[src/sv/rlps_pkg.sv]
`default_nettype none

package rlps_pkg;

  typedef logic [3:0] mode_t;
  typedef logic [6:0] level_t;
  typedef logic [9:0] duty_t;

  localparam mode_t MODE_WHITE    = 4'd1;
  localparam mode_t MODE_BLUE     = 4'd2;
  localparam mode_t MODE_RED      = 4'd3;
  localparam mode_t MODE_GREEN    = 4'd4;
  localparam mode_t MODE_CYAN     = 4'd5;
  localparam mode_t MODE_MAGENTA  = 4'd6;
  localparam mode_t MODE_YELLOW   = 4'd7;
  localparam mode_t MODE_FLASH    = 4'd8;
  localparam mode_t MODE_CHASE    = 4'd9;
  localparam mode_t MODE_FADE     = 4'd10;
  localparam mode_t MODE_XFADE    = 4'd11;
  localparam mode_t MODE_ALT_YM   = 4'd12;
  localparam mode_t MODE_ALT_YC   = 4'd13;
  localparam mode_t MODE_ALT_CM   = 4'd14;

  localparam int unsigned LVL_RECIP    = 205;
  localparam int unsigned LVL_SHIFT    = 11;
  localparam int unsigned BRIGHT_MUL   = 1017819;
  localparam int unsigned BRIGHT_SHIFT = 20;
  localparam int unsigned PAUSE_RECIP  = 41121;
  localparam int unsigned PAUSE_SHIFT  = 22;
  localparam int unsigned DUTY_SCALE   = 10;
  localparam level_t      LEVEL_FULL   = 7'd100;

  localparam logic [15:0] DEBOUNCE_RST  = 16'd50;
  localparam logic [8:0]  PAUSE_MIN_RST = 9'd10;
  localparam logic [8:0]  PAUSE_MAX_RST = 9'd500;

  typedef enum logic [1:0] {
    CFG_DEBOUNCE  = 2'd0,
    CFG_PAUSE_MIN = 2'd1,
    CFG_PAUSE_MAX = 2'd2
  } cfg_idx_e;

  typedef struct packed {
    logic [15:0] debounce_ms;
    logic [8:0]  pause_min;
    logic [8:0]  pause_max;
  } cfg_t;

  typedef struct packed {
    logic       button_edge;
    logic       button_level;
    logic       adc_valid;
    logic [9:0] adc_value;
  } in_word_t;

  typedef struct packed {
    duty_t red_duty;
    duty_t green_duty;
    duty_t blue_duty;
    mode_t light_mode;
  } out_word_t;

  typedef struct packed {
    logic        button_edge;
    logic        button_level;
    logic        adc_valid;
    level_t      lvl;
    level_t      bright;
    logic        prod_neg;
    logic [15:0] prod_mag;
  } knob_t;

  typedef struct packed {
    level_t r;
    level_t g;
    level_t b;
  } rgb_t;

  function automatic logic is_pattern(mode_t m);
    return (m >= MODE_FLASH) && (m <= MODE_ALT_CM);
  endfunction

  function automatic level_t pass_len(mode_t m);
    case (m)
      MODE_CHASE: return 7'd3;
      MODE_FADE:  return 7'd120;
      MODE_XFADE: return 7'd60;
      default:    return 7'd2;
    endcase
  endfunction

  function automatic rgb_t static_levels(mode_t m, level_t br);
    rgb_t lv;
    lv = '0;
    case (m)
      MODE_WHITE:   lv = '{r: br, g: br, b: br};
      MODE_BLUE:    lv.b = br;
      MODE_RED:     lv.r = br;
      MODE_GREEN:   lv.g = br;
      MODE_CYAN:    begin lv.b = br; lv.g = br; end
      MODE_MAGENTA: begin lv.b = br; lv.r = br; end
      MODE_YELLOW:  begin lv.r = br; lv.g = br; end
      default:      lv = '0;
    endcase
    return lv;
  endfunction

  function automatic rgb_t pattern_levels(mode_t m, level_t idx);
    rgb_t       lv;
    logic [1:0] ph;
    level_t     k;
    logic [7:0] up;
    logic [7:0] dn;
    lv = '0;
    ph = 2'd0;
    k  = '0;
    up = '0;
    dn = '0;
    case (m)
      MODE_FLASH: begin
        if (idx == 7'd0) lv = '{r: LEVEL_FULL, g: LEVEL_FULL, b: LEVEL_FULL};
      end
      MODE_CHASE: begin
        if (idx == 7'd0) lv.g = LEVEL_FULL;
        else if (idx == 7'd1) lv.r = LEVEL_FULL;
        else lv.b = LEVEL_FULL;
      end
      MODE_FADE: begin
        if (idx >= 7'd80) begin
          ph = 2'd2; k = idx - 7'd80;
        end else if (idx >= 7'd40) begin
          ph = 2'd1; k = idx - 7'd40;
        end else begin
          ph = 2'd0; k = idx;
        end
        if (k < 7'd20) up = 8'(k) * 8'd5;
        else up = 8'd100 - (8'(k) - 8'd20) * 8'd5;
        if (ph == 2'd0) lv.g = up[6:0];
        else if (ph == 2'd1) lv.r = up[6:0];
        else lv.b = up[6:0];
      end
      MODE_XFADE: begin
        if (idx >= 7'd40) begin
          ph = 2'd2; k = idx - 7'd40;
        end else if (idx >= 7'd20) begin
          ph = 2'd1; k = idx - 7'd20;
        end else begin
          ph = 2'd0; k = idx;
        end
        up = 8'(k) * 8'd5;
        dn = 8'd95 - up;
        if (ph == 2'd0) begin
          lv.r = dn[6:0]; lv.b = up[6:0];
        end else if (ph == 2'd1) begin
          lv.b = dn[6:0]; lv.g = up[6:0];
        end else begin
          lv.g = dn[6:0]; lv.r = up[6:0];
        end
      end
      MODE_ALT_YM: begin
        if (idx == 7'd0) begin lv.g = LEVEL_FULL; lv.r = LEVEL_FULL; end
        else begin lv.r = LEVEL_FULL; lv.b = LEVEL_FULL; end
      end
      MODE_ALT_YC: begin
        if (idx == 7'd0) begin lv.g = LEVEL_FULL; lv.r = LEVEL_FULL; end
        else begin lv.g = LEVEL_FULL; lv.b = LEVEL_FULL; end
      end
      MODE_ALT_CM: begin
        if (idx == 7'd0) begin lv.g = LEVEL_FULL; lv.b = LEVEL_FULL; end
        else begin lv.r = LEVEL_FULL; lv.b = LEVEL_FULL; end
      end
      default: lv = '0;
    endcase
    return lv;
  endfunction

endpackage

`default_nettype wire

[src/sv/rlps_knob.sv]
`default_nettype none

module rlps_knob (
  input  wire logic              clk_i,
  input  wire logic              rst_ni,
  input  wire rlps_pkg::cfg_t    cfg_i,
  input  wire logic              in_valid_i,
  output logic                   in_stall_o,
  input  wire rlps_pkg::in_word_t in_word_i,
  output logic                   knob_valid_o,
  input  wire logic              knob_stall_i,
  output rlps_pkg::knob_t        knob_o
);

  logic s1_valid_q, s2_valid_q;
  logic s1_ready, s2_ready;

  logic                  s1_edge_q, s1_level_q, s1_adc_q;
  rlps_pkg::level_t      s1_lvl_q;
  rlps_pkg::knob_t       s2_q;

  logic [17:0]           lvl_prod;
  logic [26:0]           bright_prod;
  logic signed [9:0]     span;
  logic signed [17:0]    pause_prod;
  logic [17:0]           pause_mag;

  assign s2_ready   = !s2_valid_q || !knob_stall_i;
  assign s1_ready   = !s1_valid_q || s2_ready;
  assign in_stall_o = !s1_ready;

  assign lvl_prod    = 18'(in_word_i.adc_value) * 18'(rlps_pkg::LVL_RECIP);
  assign bright_prod = 27'(s1_lvl_q) * 27'(rlps_pkg::BRIGHT_MUL);
  assign span        = $signed({1'b0, cfg_i.pause_max}) - $signed({1'b0, cfg_i.pause_min});
  assign pause_prod  = $signed({11'b0, s1_lvl_q}) * 18'(span);
  assign pause_mag   = pause_prod[17] ? 18'(-pause_prod) : 18'(pause_prod);

  always_ff @(posedge clk_i or negedge rst_ni) begin
    if (!rst_ni) begin
      s1_valid_q <= 1'b0;
      s2_valid_q <= 1'b0;
    end else begin
      if (s1_ready) s1_valid_q <= in_valid_i;
      if (s2_ready) s2_valid_q <= s1_valid_q;
    end
  end

  always_ff @(posedge clk_i) begin
    if (s1_ready && in_valid_i) begin
      s1_edge_q  <= in_word_i.button_edge;
      s1_level_q <= in_word_i.button_level;
      s1_adc_q   <= in_word_i.adc_valid;
      s1_lvl_q   <= lvl_prod[rlps_pkg::LVL_SHIFT +: 7];
    end
    if (s2_ready && s1_valid_q) begin
      s2_q.button_edge  <= s1_edge_q;
      s2_q.button_level <= s1_level_q;
      s2_q.adc_valid    <= s1_adc_q;
      s2_q.lvl          <= s1_lvl_q;
      s2_q.bright       <= bright_prod[rlps_pkg::BRIGHT_SHIFT +: 7] + 7'd1;
      s2_q.prod_neg     <= pause_prod[17];
      s2_q.prod_mag     <= pause_mag[15:0];
    end
  end

  assign knob_valid_o = s2_valid_q;
  assign knob_o       = s2_q;

endmodule

`default_nettype wire

[src/sv/rlps_seq.sv]
`default_nettype none

module rlps_seq (
  input  wire logic                clk_i,
  input  wire logic                rst_ni,
  input  wire rlps_pkg::cfg_t      cfg_i,
  input  wire logic                knob_valid_i,
  output logic                     knob_stall_o,
  input  wire rlps_pkg::knob_t     knob_i,
  output logic                     out_valid_o,
  input  wire logic                out_stall_i,
  output rlps_pkg::out_word_t      out_word_o
);

  logic take;
  logic out_valid_q, out_valid_d;

  rlps_pkg::mode_t  mode_q, mode_d;
  rlps_pkg::level_t step_q, step_d;
  logic [8:0]       wait_q, wait_d;
  logic [8:0]       ppause_q, ppause_d;
  logic             skip_q, skip_d;
  logic             pend_q, pend_d;
  logic [15:0]      tick_q, tick_d;
  logic [15:0]      last_q, last_d;
  rlps_pkg::level_t prev_q, prev_d;
  rlps_pkg::level_t bright_q, bright_d;
  logic [8:0]       kpause_q, kpause_d;
  rlps_pkg::duty_t  red_q, red_d, green_q, green_d, blue_q, blue_d;

  logic [31:0]      quot_prod;
  logic [8:0]       quot;
  logic [8:0]       knob_pause;
  logic [15:0]      elapsed;

  assign knob_stall_o = out_valid_q && out_stall_i;
  assign take         = knob_valid_i && !knob_stall_o;
  assign out_valid_d  = take ? 1'b1 : (out_valid_q && out_stall_i);

  assign quot_prod  = 32'(knob_i.prod_mag) * 32'(rlps_pkg::PAUSE_RECIP);
  assign quot       = quot_prod[rlps_pkg::PAUSE_SHIFT +: 9];
  assign knob_pause = cfg_i.pause_min + (knob_i.prod_neg ? 9'(-quot) : quot);
  assign elapsed    = tick_d - last_q;

  always_comb begin
    rlps_pkg::rgb_t lv;
    logic           pat;
    lv       = '0;
    pat      = rlps_pkg::is_pattern(mode_q);
    tick_d   = tick_q + 16'd1;
    skip_d   = skip_q;
    pend_d   = pend_q;
    bright_d = bright_q;
    kpause_d = kpause_q;
    prev_d   = prev_q;
    mode_d   = mode_q;
    step_d   = step_q;
    wait_d   = wait_q;
    ppause_d = ppause_q;
    last_d   = last_q;
    red_d    = red_q;
    green_d  = green_q;
    blue_d   = blue_q;

    if (knob_i.button_edge) begin
      pend_d = 1'b1;
      skip_d = 1'b1;
    end
    if (knob_i.adc_valid) begin
      bright_d = knob_i.bright;
      kpause_d = knob_pause;
      if (knob_i.lvl != prev_q) begin
        skip_d = 1'b1;
        prev_d = knob_i.lvl;
      end else begin
        skip_d = 1'b0;
      end
    end

    if (pat && (wait_q > 9'd1) && !skip_d) begin
      wait_d = wait_q - 9'd1;
    end else begin
      wait_d = '0;
      if (!pat || (step_q == 7'd0)) begin
        if (pend_d && (elapsed > cfg_i.debounce_ms)) begin
          if (knob_i.button_level) begin
            pend_d = 1'b0;
            skip_d = 1'b0;
            mode_d = ((mode_q >= rlps_pkg::MODE_ALT_CM) || (mode_q == 4'd0)) ?
                     rlps_pkg::MODE_WHITE : mode_q + 4'd1;
          end
          last_d = tick_d;
        end
        step_d = '0;
        if (rlps_pkg::is_pattern(mode_d)) ppause_d = kpause_d;
      end
      if (rlps_pkg::is_pattern(mode_d)) begin
        if (step_d >= rlps_pkg::pass_len(mode_d)) step_d = '0;
        lv     = rlps_pkg::pattern_levels(mode_d, step_d);
        step_d = step_d + 7'd1;
        if (step_d >= rlps_pkg::pass_len(mode_d)) step_d = '0;
        wait_d = skip_d ? 9'd0 : ppause_d;
      end else begin
        lv = rlps_pkg::static_levels(mode_d, bright_d);
      end
      red_d   = 10'(lv.r) * 10'(rlps_pkg::DUTY_SCALE);
      green_d = 10'(lv.g) * 10'(rlps_pkg::DUTY_SCALE);
      blue_d  = 10'(lv.b) * 10'(rlps_pkg::DUTY_SCALE);
    end
  end

  always_ff @(posedge clk_i or negedge rst_ni) begin
    if (!rst_ni) begin
      out_valid_q <= 1'b0;
      mode_q      <= rlps_pkg::MODE_WHITE;
      step_q      <= '0;
      wait_q      <= '0;
      ppause_q    <= '0;
      skip_q      <= 1'b0;
      pend_q      <= 1'b0;
      tick_q      <= '0;
      last_q      <= '0;
      prev_q      <= '0;
      bright_q    <= '0;
      kpause_q    <= '0;
      red_q       <= '0;
      green_q     <= '0;
      blue_q      <= '0;
    end else begin
      out_valid_q <= out_valid_d;
      if (take) begin
        mode_q   <= mode_d;
        step_q   <= step_d;
        wait_q   <= wait_d;
        ppause_q <= ppause_d;
        skip_q   <= skip_d;
        pend_q   <= pend_d;
        tick_q   <= tick_d;
        last_q   <= last_d;
        prev_q   <= prev_d;
        bright_q <= bright_d;
        kpause_q <= kpause_d;
        red_q    <= red_d;
        green_q  <= green_d;
        blue_q   <= blue_d;
      end
    end
  end

  assign out_valid_o = out_valid_q;
  assign out_word_o  = '{red_duty: red_q, green_duty: green_q, blue_duty: blue_q,
                         light_mode: mode_q};

  a_mode_range: assert property (@(posedge clk_i) disable iff (!rst_ni)
    (mode_q >= rlps_pkg::MODE_WHITE) && (mode_q <= rlps_pkg::MODE_ALT_CM))
    else $error("mode out of range");

  a_static_no_wait: assert property (@(posedge clk_i) disable iff (!rst_ni)
    !rlps_pkg::is_pattern(mode_q) |-> (wait_q == 9'd0) && (step_q == 7'd0))
    else $error("static mode left a wait or step pending");

  a_step_in_pass: assert property (@(posedge clk_i) disable iff (!rst_ni)
    rlps_pkg::is_pattern(mode_q) |-> (step_q < rlps_pkg::pass_len(mode_q)))
    else $error("step index past end of pass");

  a_press_clear_advances: assert property (@(posedge clk_i) disable iff (!rst_ni)
    $fell(pend_q) |-> (mode_q != $past(mode_q)))
    else $error("press cleared without mode advance");

  a_duty_max: assert property (@(posedge clk_i) disable iff (!rst_ni)
    (red_q <= 10'd1000) && (green_q <= 10'd1000) && (blue_q <= 10'd1000))
    else $error("duty above period");

endmodule

`default_nettype wire

[src/sv/rgb_light_pattern_sequencer.sv]
`default_nettype none

// RGB light pattern sequencer. Each input word is one millisecond tick carrying the
// button falling edge, the button level and an optional 10-bit knob sample; each tick
// yields exactly one output word with the red, green and blue PWM duties (0..1000)
// and the current mode (1..14). A word passes from input to output through two
// knob stages (sample scaling, then the brightness and pause products) and the
// sequencer stage, which loads the output register. One word is accepted per cycle
// whenever the output side keeps up; the pipeline stages fill bubbles while the output
// is stalled. Registers (to be written only while idle; the block does not enforce
// this): 0 debounce ticks, 1 minimum pause, 2 maximum pause.
module rgb_light_pattern_sequencer (
  input  wire logic                 clk_i,
  input  wire logic                 rst_ni,
  input  wire logic                 cfg_we_i,
  input  wire logic [1:0]           cfg_idx_i,
  input  wire logic [15:0]          cfg_data_i,
  input  wire logic                 in_valid_i,
  output logic                      in_stall_o,
  input  wire rlps_pkg::in_word_t   in_word_i,
  output logic                      out_valid_o,
  input  wire logic                 out_stall_i,
  output rlps_pkg::out_word_t       out_word_o
);

  rlps_pkg::cfg_t  cfg_q;
  logic            knob_valid;
  logic            knob_stall;
  rlps_pkg::knob_t knob;

  always_ff @(posedge clk_i or negedge rst_ni) begin
    if (!rst_ni) begin
      cfg_q.debounce_ms <= rlps_pkg::DEBOUNCE_RST;
      cfg_q.pause_min   <= rlps_pkg::PAUSE_MIN_RST;
      cfg_q.pause_max   <= rlps_pkg::PAUSE_MAX_RST;
    end else if (cfg_we_i) begin
      case (rlps_pkg::cfg_idx_e'(cfg_idx_i))
        rlps_pkg::CFG_DEBOUNCE:  cfg_q.debounce_ms <= cfg_data_i;
        rlps_pkg::CFG_PAUSE_MIN: cfg_q.pause_min   <= cfg_data_i[8:0];
        rlps_pkg::CFG_PAUSE_MAX: cfg_q.pause_max   <= cfg_data_i[8:0];
        default: ;
      endcase
    end
  end

  rlps_knob u_knob (
    .clk_i        (clk_i),
    .rst_ni       (rst_ni),
    .cfg_i        (cfg_q),
    .in_valid_i   (in_valid_i),
    .in_stall_o   (in_stall_o),
    .in_word_i    (in_word_i),
    .knob_valid_o (knob_valid),
    .knob_stall_i (knob_stall),
    .knob_o       (knob)
  );

  rlps_seq u_seq (
    .clk_i        (clk_i),
    .rst_ni       (rst_ni),
    .cfg_i        (cfg_q),
    .knob_valid_i (knob_valid),
    .knob_stall_o (knob_stall),
    .knob_i       (knob),
    .out_valid_o  (out_valid_o),
    .out_stall_i  (out_stall_i),
    .out_word_o   (out_word_o)
  );

endmodule

`default_nettype wire

[config.mk]
export PLATFORM = sky130hd
export DESIGN_NAME = rgb_light_pattern_sequencer
export DESIGN_NICKNAME = d
export VERILOG_FILES = /design/src/sv/rlps_pkg.sv /design/src/sv/rlps_knob.sv /design/src/sv/rlps_seq.sv /design/src/sv/rgb_light_pattern_sequencer.sv
export SDC_FILE = /design/constraint.sdc
export NUM_CORES = 1
export LEC_CHECK = 0
export ABC_AREA = 1
export BUFFER_PORTS_ARGS = -buffer_cell sky130_fd_sc_hd__buf_2
export CORE_ASPECT_RATIO = 1.5
export CORE_MARGIN = 2
export CORE_UTILIZATION = 50
export CTS_CLUSTER_SIZE = 10
export DETAILED_ROUTE_END_ITERATION = 8
export PLACE_DENSITY_LB_ADDON = 0.15
export SLEW_MARGIN = 20
export SYNTH_ARGS = -nofsm -noshare
export SYNTH_HDL_FRONTEND = slang
export SYNTH_SLANG_ARGS = --single-unit
[constraint.sdc]
create_clock -name clk_i -period 17.61 [get_ports clk_i]
set_input_delay 0.8805 -clock clk_i [delete_from_list [all_inputs] [get_ports clk_i]]
set_output_delay 0.8805 -clock clk_i [all_outputs]
set_load 0.02 [all_outputs]
* After elaboration in Yosys (flattened, before gate mapping)
Index checks and enable logic that the tools add are counted.
** Word-level totals
- Register bits after elaboration :: 194
- Input port bits :: 36
- Output and inout port bits :: 36
- Logic and storage cells :: 213
** Operators by class
- $add $sub $neg :: 16
- $mul :: 10
- Order comparisons :: 15
- Eq/ne operators :: 20
- Muxes and demuxes :: 85
- Bitwise gates (word level) :: 1
- Reduce and logical (&&, ||, !) cells :: 35
** Operators by type and width (number)
- two-way mux 7 bit :: 41
- one-hot mux 21 bit (7 select lines) :: 1
- two-way mux 21 bit :: 3
- two-way mux 9 bit :: 7
- multiplier 16 x 16 -> 31 bit, second input constant :: 1
- equality test 4 bit, second input constant :: 7
- two-way mux 4 bit :: 7
- multiplier 7 x 20 -> 27 bit, second input constant :: 1
- multiplier 7 x 3 -> 9 bit, second input constant :: 3
- one-hot mux 7 bit (3 select lines) :: 1
- multiplier 10 x 8 -> 18 bit, second input constant :: 1
- multiplier 8 x 10 -> 18 bit :: 1
- adder 16 x 1 -> 16 bit, second input constant :: 1
- equality test 4 x 3 -> 1 bit, second input constant :: 4
- greater-or-equal comparator 4 bit, second input constant :: 4
- > comparator 16 bit :: 1
- two-way mux 1 bit :: 16
- two-way mux 16 bit :: 1
- two-way mux 2 bit :: 8
- negator 16 bit :: 1
- subtractor 16 bit :: 1
- adder 7 x 1 -> 7 bit, second input constant :: 2
- greater-or-equal comparator 7 bit :: 2
- zero test 7 bit :: 2
- other kinds (34) :: 65

* Logic depth before layout (Yosys ltp)
- Depth after elaboration :: 33
- Mapped depth :: 85
- Mapped depth without buffers :: 83

* Modules after synthesis
From an unflattened synthesis, not the netlist that was laid out.
** Unflattened totals
- Cell total of the unflattened synthesis :: 3184
- Area total of the unflattened synthesis :: 24258.3 um^2
** Modules (own cells, without submodules)
- rlps_seq :: times used 1, cells each 1800, area each 13350.3 um^2, seq. area each 2854.0 um^2
- rlps_knob :: times used 1, cells each 1234, area each 9474.1 um^2, seq. area each 1371.3 um^2
- rgb_light_pattern_sequencer :: times used 1, cells each 150, area each 1433.9 um^2, seq. area each 864.6 um^2

* Worst setup path before layout
Ideal clock, no wire load.
- Kind :: register to register
- From :: register u_seq.tick_q[0]
- To :: register u_seq.blue_q[9]
- Library setup time :: 66 ps
- Data arrival time :: 10103 ps
- Data required time :: 17544 ps
- Slack :: 7442 ps
- Stages on the path, launching flop included :: 79
- Path buffers :: 1
- Period minus slack after synthesis :: 10168 ps
- Cells stage by stage :: dfrtp_1 nand3_1 xor2_1 ha_1 a21oi_1 inv_1 a31oi_1 nor2_1 o21ai_0 nand2_1 nand2_1 nand2_1 a21oi_1 nor2_1 nor2_1 inv_1 a21oi_1 o21ai_0 [43 not listed] o21ai_0 xor2_1 nand2_1 nand2_1 inv_1 nand2_1 a32oi_1 ha_1 ha_1 a21oi_1 nand2_1 a21oi_1 inv_1 a21oi_1 inv_1 nand3_1 nand3_1 nand2_1
** On the way
- Word-level cells in the longest chain between the ends :: 33
- Elaborated cells between the ends (all ways) :: 84
- Those cells by class :: add/sub (8); mul (4); order compare (8); eq/ne (14); mux (44); reduce/logical (6)
** RTL lines
- start: declaration :: RTL line rlps_seq.sv:24 : logic [15:0] tick_q, tick_d;
- start signal: assignment :: RTL line rlps_seq.sv:138 : tick_q <= tick_d;
- adder 16 x 1 -> 16 bit * :: RTL line rlps_seq.sv:50 : tick_d = tick_q + 16'd1;
- net u_seq.tick_d[3] :: RTL line rlps_seq.sv:24
- subtractor 16 bit * :: RTL line rlps_seq.sv:43 : assign elapsed = tick_d - last_q;
- > comparator 16 bit * :: RTL line rlps_seq.sv:85 : if (pend_d && (elapsed > cfg_i.debounce_ms)) begin
- logical AND 1 bit * :: RTL line rlps_seq.sv:85
- two-way mux 4 bit * :: RTL line rlps_seq.sv:85
- two-way mux 4 bit * :: RTL line rlps_seq.sv:84 : if (!pat || (step_q == 7'd0)) begin
- two-way mux 4 bit * :: RTL line rlps_seq.sv:80 : if (pat && (wait_q > 9'd1) && !skip_d) begin
- [18 not listed]
- subtractor 7 bit :: RTL line rlps_pkg.sv:137 : else up = 8'd100 - (8'(k) - 8'd20) * 8'd5;
- two-way mux 7 bit :: RTL line rlps_pkg.sv:136 : if (k < 7'd20) up = 8'(k) * 8'd5;
- two-way mux 7 bit :: RTL line rlps_pkg.sv:139 : else if (ph == 2'd1) lv.r = up[6:0];
- two-way mux 7 bit :: RTL line rlps_pkg.sv:138 : if (ph == 2'd0) lv.g = up[6:0];
- one-hot mux 21 bit (7 select lines) :: RTL line rlps_pkg.sv:119 : case (m)
- two-way mux 21 bit * :: RTL line rlps_seq.sv:97 : if (rlps_pkg::is_pattern(mode_d)) begin
- two-way mux 21 bit * :: RTL line rlps_seq.sv:80
- multiplier 7 x 3 -> 9 bit * :: RTL line rlps_seq.sv:108 : blue_d = 10'(lv.b) * 10'(rlps_pkg::DUTY_SCALE);
- end signal: assignment :: RTL line rlps_seq.sv:145 : blue_q <= blue_d;
- end: declaration :: RTL line rlps_seq.sv:29 : rlps_pkg::duty_t red_q, red_d, green_q, green_d, blue_q, blue_d;
The timed path passes the listed nets; every way through them passes the cells marked *. The select of a mux whose other input is x is not followed.
A chain may end at the register's enable or synchronous reset.

* Final worst setup path
Ends and elaborated chain as after synthesis.

==> results by group <==
Setup path
  – CP Launch Type: flop
  – CP most frequent cell: nand2_1
  – Critical path class: flop to flop
  – Critical path's slowest cell: nor2_1
  – Reg2reg setup slack: 5.18 ns
  – Max incr delay on CP: between 0.6 and 0.7 ns
  – Crit path DAT: 12.83 ns
  – Worst-path maximum fanout: 13
  – Req. time, crit path: 18.01 ns
  – Crit. End Element: flop

Placement
  – DP Cell Count: 3440
  – Port bufs: 68
  – Worst slack at placement: ~5.3 ns
  – Gpl congestion: 0.926
  – Dpl hpwl: between 40000 and 50000 um

STA
  – Fin worst setup slack: 5.18 ns
  – Max-Slew Margin vs Limit: 31.9%
  – Final hold slack: approximately 0.46 ns
  – RSZ-0062 raised after global routing: false
  – Setup-failing EPs final: 0
  – Period utilisation layout: between 70 and 80%
  – Hold Fails Final Rpt: 0
  – Slew Viols, Final: 0
  – Setup TNS Final: 0 ns
  – Fmax: 80.4 MHz
  – Actual slew at the worst max-slew pin: 1.02 ns
  – Clock skew: 0.0194 ns
  – Min Clock Period, post-route: 12.43 ns

Clocking
  – Postcts setup bufs: 0
  – Post_cts resized: 0
  – Clk slew on worst S/H paths: 0.08 ns
  – Clk buf depth: 2
  – Post-CTS Hold Fix Bufs: 0
  – CTS tree: yes
  – Root Buffer: clkbuf_16
  – Sink count of the clock tree: 194
  – H-tree levels: 4
  – Skew-Pair Late Insertion Delay: around 0.46 ns
  – TritonCTS buffer count: 17

Logic synthesis
  – Main combinational cell family by area after synthesis: adder cells
  – Sequential-to-total area share from yosys stat: between 20% and 30%
  – Post-synth ARST share: 77.3%
  – Syn Std Cell Area: 22700 um2
  – Number of distinct library cells after synthesis: 60
  – Compound-cell area share of the yosys netlist: 10.1%
  – Cells after synthesis: approximately 2800
  – EDFF count, synth: 44
  – Simple-Gate Fraction of Synth Area: 17.6%
  – Synth Area per Inst: 8.04 um2
  – Post-synthesis mux area share: 0.348%
  – Prevailing post-synth register cell: dfrtp_1
  – Xor and xnor area share after synthesis: about 5.5%
  – Synth Register Bits: 194
  – Synth Area in Adders: 34.1%
  – Yosys warns: 0

Floorplanning
  – Row cnt: 95
  – Die area: 47100 um2
  – Core area: ~45000 um2
  – IO Pins: 72
  – Die Span Y: about 260 um
  – Die Wd: 178 um
  – Initial Util: 50.6%

Routing
  – Met2 wire len: 28800 um
  – WL/cell: 15.8 um
  – Max Used Layer: met4
  – Via count: 18300
  – 1st-pass router iterations: 5
  – # DRC: 0
  – Starting DRT DRC Count: 863
  – Routed length on met1: 22300 um
  – Metal3 WL: 1310 um
  – Final ANT Viol Nets: 0
  – Overall routed net length: ~55000 um
  – Vias per cell: between 5 and 6

Job
  – Max Cap Viol: 0

Status
  – Status: completed

Global route
  – Vias in the first global route: roughly 19000
  – Grt ovf: 0
  – Initial antenna violation count: 0
  – First-pass GRT wire length: between 90000 and 100000 um
  – Total track usage: about a quarter
  – Largest net degree at the start of global routing: 83

Final layout
  – Layout area overhead: 6.91%
  – Fill cells: 4294
  – Layout cell share with drive strength beyond 1: 7.02%
  – Fin nets: 3449
  – Non-filler instance count after layout: between 3000 and 4000
  – Ant. Diodes: 0

Min path
  – Hold Path Class: flop to flop
[cell families after synthesis]
| family | count (synthesis) |
|---|---|
| AND/OR/NAND/NOR | 937 |
| buffers and inverters | 596 |
| adder cells (fa/ha/maj) | 536 |
| AO/OA/AOI/OAI | 407 |
| flip-flops | 194 |
| XOR/XNOR | 141 |
| multiplexers | 7 |
| other | 1 |
[per-layer routing]
| layer | up-vias | GRT usage, % |
|---|---|---|
| met1 | 8682 | 28.0 |
| met4 | 0 | 10.4 |
| li1 | 9148 | - |
| met2 | 351 | 45.8 |
| met3 | 120 | 2.17 |
| met5 | - | 0 |
[cell usage after synthesis, types with 4 or more instances]
master	number	share of area [%]
xor2_1	89	3.4
inv_2	20	0.33
buf_1	4	0.066
a21o_1	7	0.23
o21bai_1	10	0.33
a211oi_1	4	0.13
a21oi_1	142	3.1
nand3_1	99	2.2
nor2_1	158	2.6
nor2_2	9	0.25
xnor2_1	52	2.0
nand2_2	12	0.33
nand2_1	568	9.4
nand2_4	6	0.30
dfstp_2	12	1.4
o21ai_0	182	4.0
buf_4	4	0.13
nand4_1	27	0.75
ha_1	400	22
dfrtp_1	138	15
o211ai_1	7	0.23
clkbuf_1	26	0.43
or2_2	8	0.22
inv_1	535	8.9
nor3_1	22	0.49
nand3_2	8	0.35
a31oi_1	12	0.33
mux2_2	7	0.35
nor4_1	9	0.25
edfxtp_1	44	5.8
o21ai_1	6	0.13
a22oi_1	4	0.13
o221ai_1	10	0.39
fa_1	136	12
[per-stage QoR]
stage / instance area (um2) / utilization [%]
finish: 24200 / 54.1
global route: 24200 / 54.1
CTS: 24200 / 54.1
detailed placement: 23600 / 52.7
global placement: 23600 / 52.7
floorplan: 22700 / -
[critical path, delay by kind of cell (launching register included)]
family | cells | cell delay, ns
AOI/OAI and AO/OA | 12 | 2.07
xor gates and xnor gates | 3 | 0.57
adders and majority gates | 8 | 2.46
buffers and inverters | 11 | 1.17
DFF | 1 | 0.43
and+or+nand+nor | 44 | 5.65
[final cells by class]
class / count / area (um2) / share of cell area [%]
Clock buffer: 20 / 468 / 1.93
Sequential cell: 194 / 5090 / 21.0
Timing Repair Buffer: 75 / 399 / 1.65
Multi-Input combinational cell: 2031 / 15300 / 63.2
Clock inverter: 12 / 133 / 0.547
Tap cell: 582 / 728 / 3.01
Inverter: 558 / 2100 / 8.66
[sequential cells by signal (all words and copies together), names as in the netlist, 9 cells and up]
name	flops
cfg_q	34
u_seq.wait_q	9
u_knob.knob_o	34
u_seq.blue_q	9
u_seq.green_q	9
u_seq.red_q	9
u_seq.ppause_q	9
u_seq.last_q	16
u_seq.tick_q	16
u_seq.kpause_q	9
[worst paths after layout]
check	cells after the start	from	to
setup / recovery	78	u_seq.tick_q[0]	u_seq.blue_q[9]
hold / removal	0	u_knob.s1_edge_q	u_knob.knob_o[33]
setup reg to reg	78	u_seq.tick_q[0]	u_seq.blue_q[9]
hold reg to reg	0	u_knob.s1_edge_q	u_knob.knob_o[33]
max in group asynchronous	2	rst_ni	cfg_q[29]
min in group asynchronous	1	rst_ni	u_seq.step_q[4]
[cells in the final DEF (no fill, tap or decap), types with 10 or more instances in the layout]
cell type	instances
inv_1	535
xor2_1	89
xnor2_1	52
nand2_2	12
buf_2	67
a31oi_1	12
clkbuf_16	18
fa_1	136
o221ai_1	10
inv_2	20
nor3_1	22
nor2_1	158
edfxtp_1	44
nand2_1	568
dfrtp_1	138
nand4_1	27
dfstp_2	12
ha_1	400
o21bai_1	10
o21ai_0	182
a21oi_1	142
nand3_1	99
Power is not shown: default switching activity piles up to over one toggle a cycle in this logic, so the estimate is an artifact.
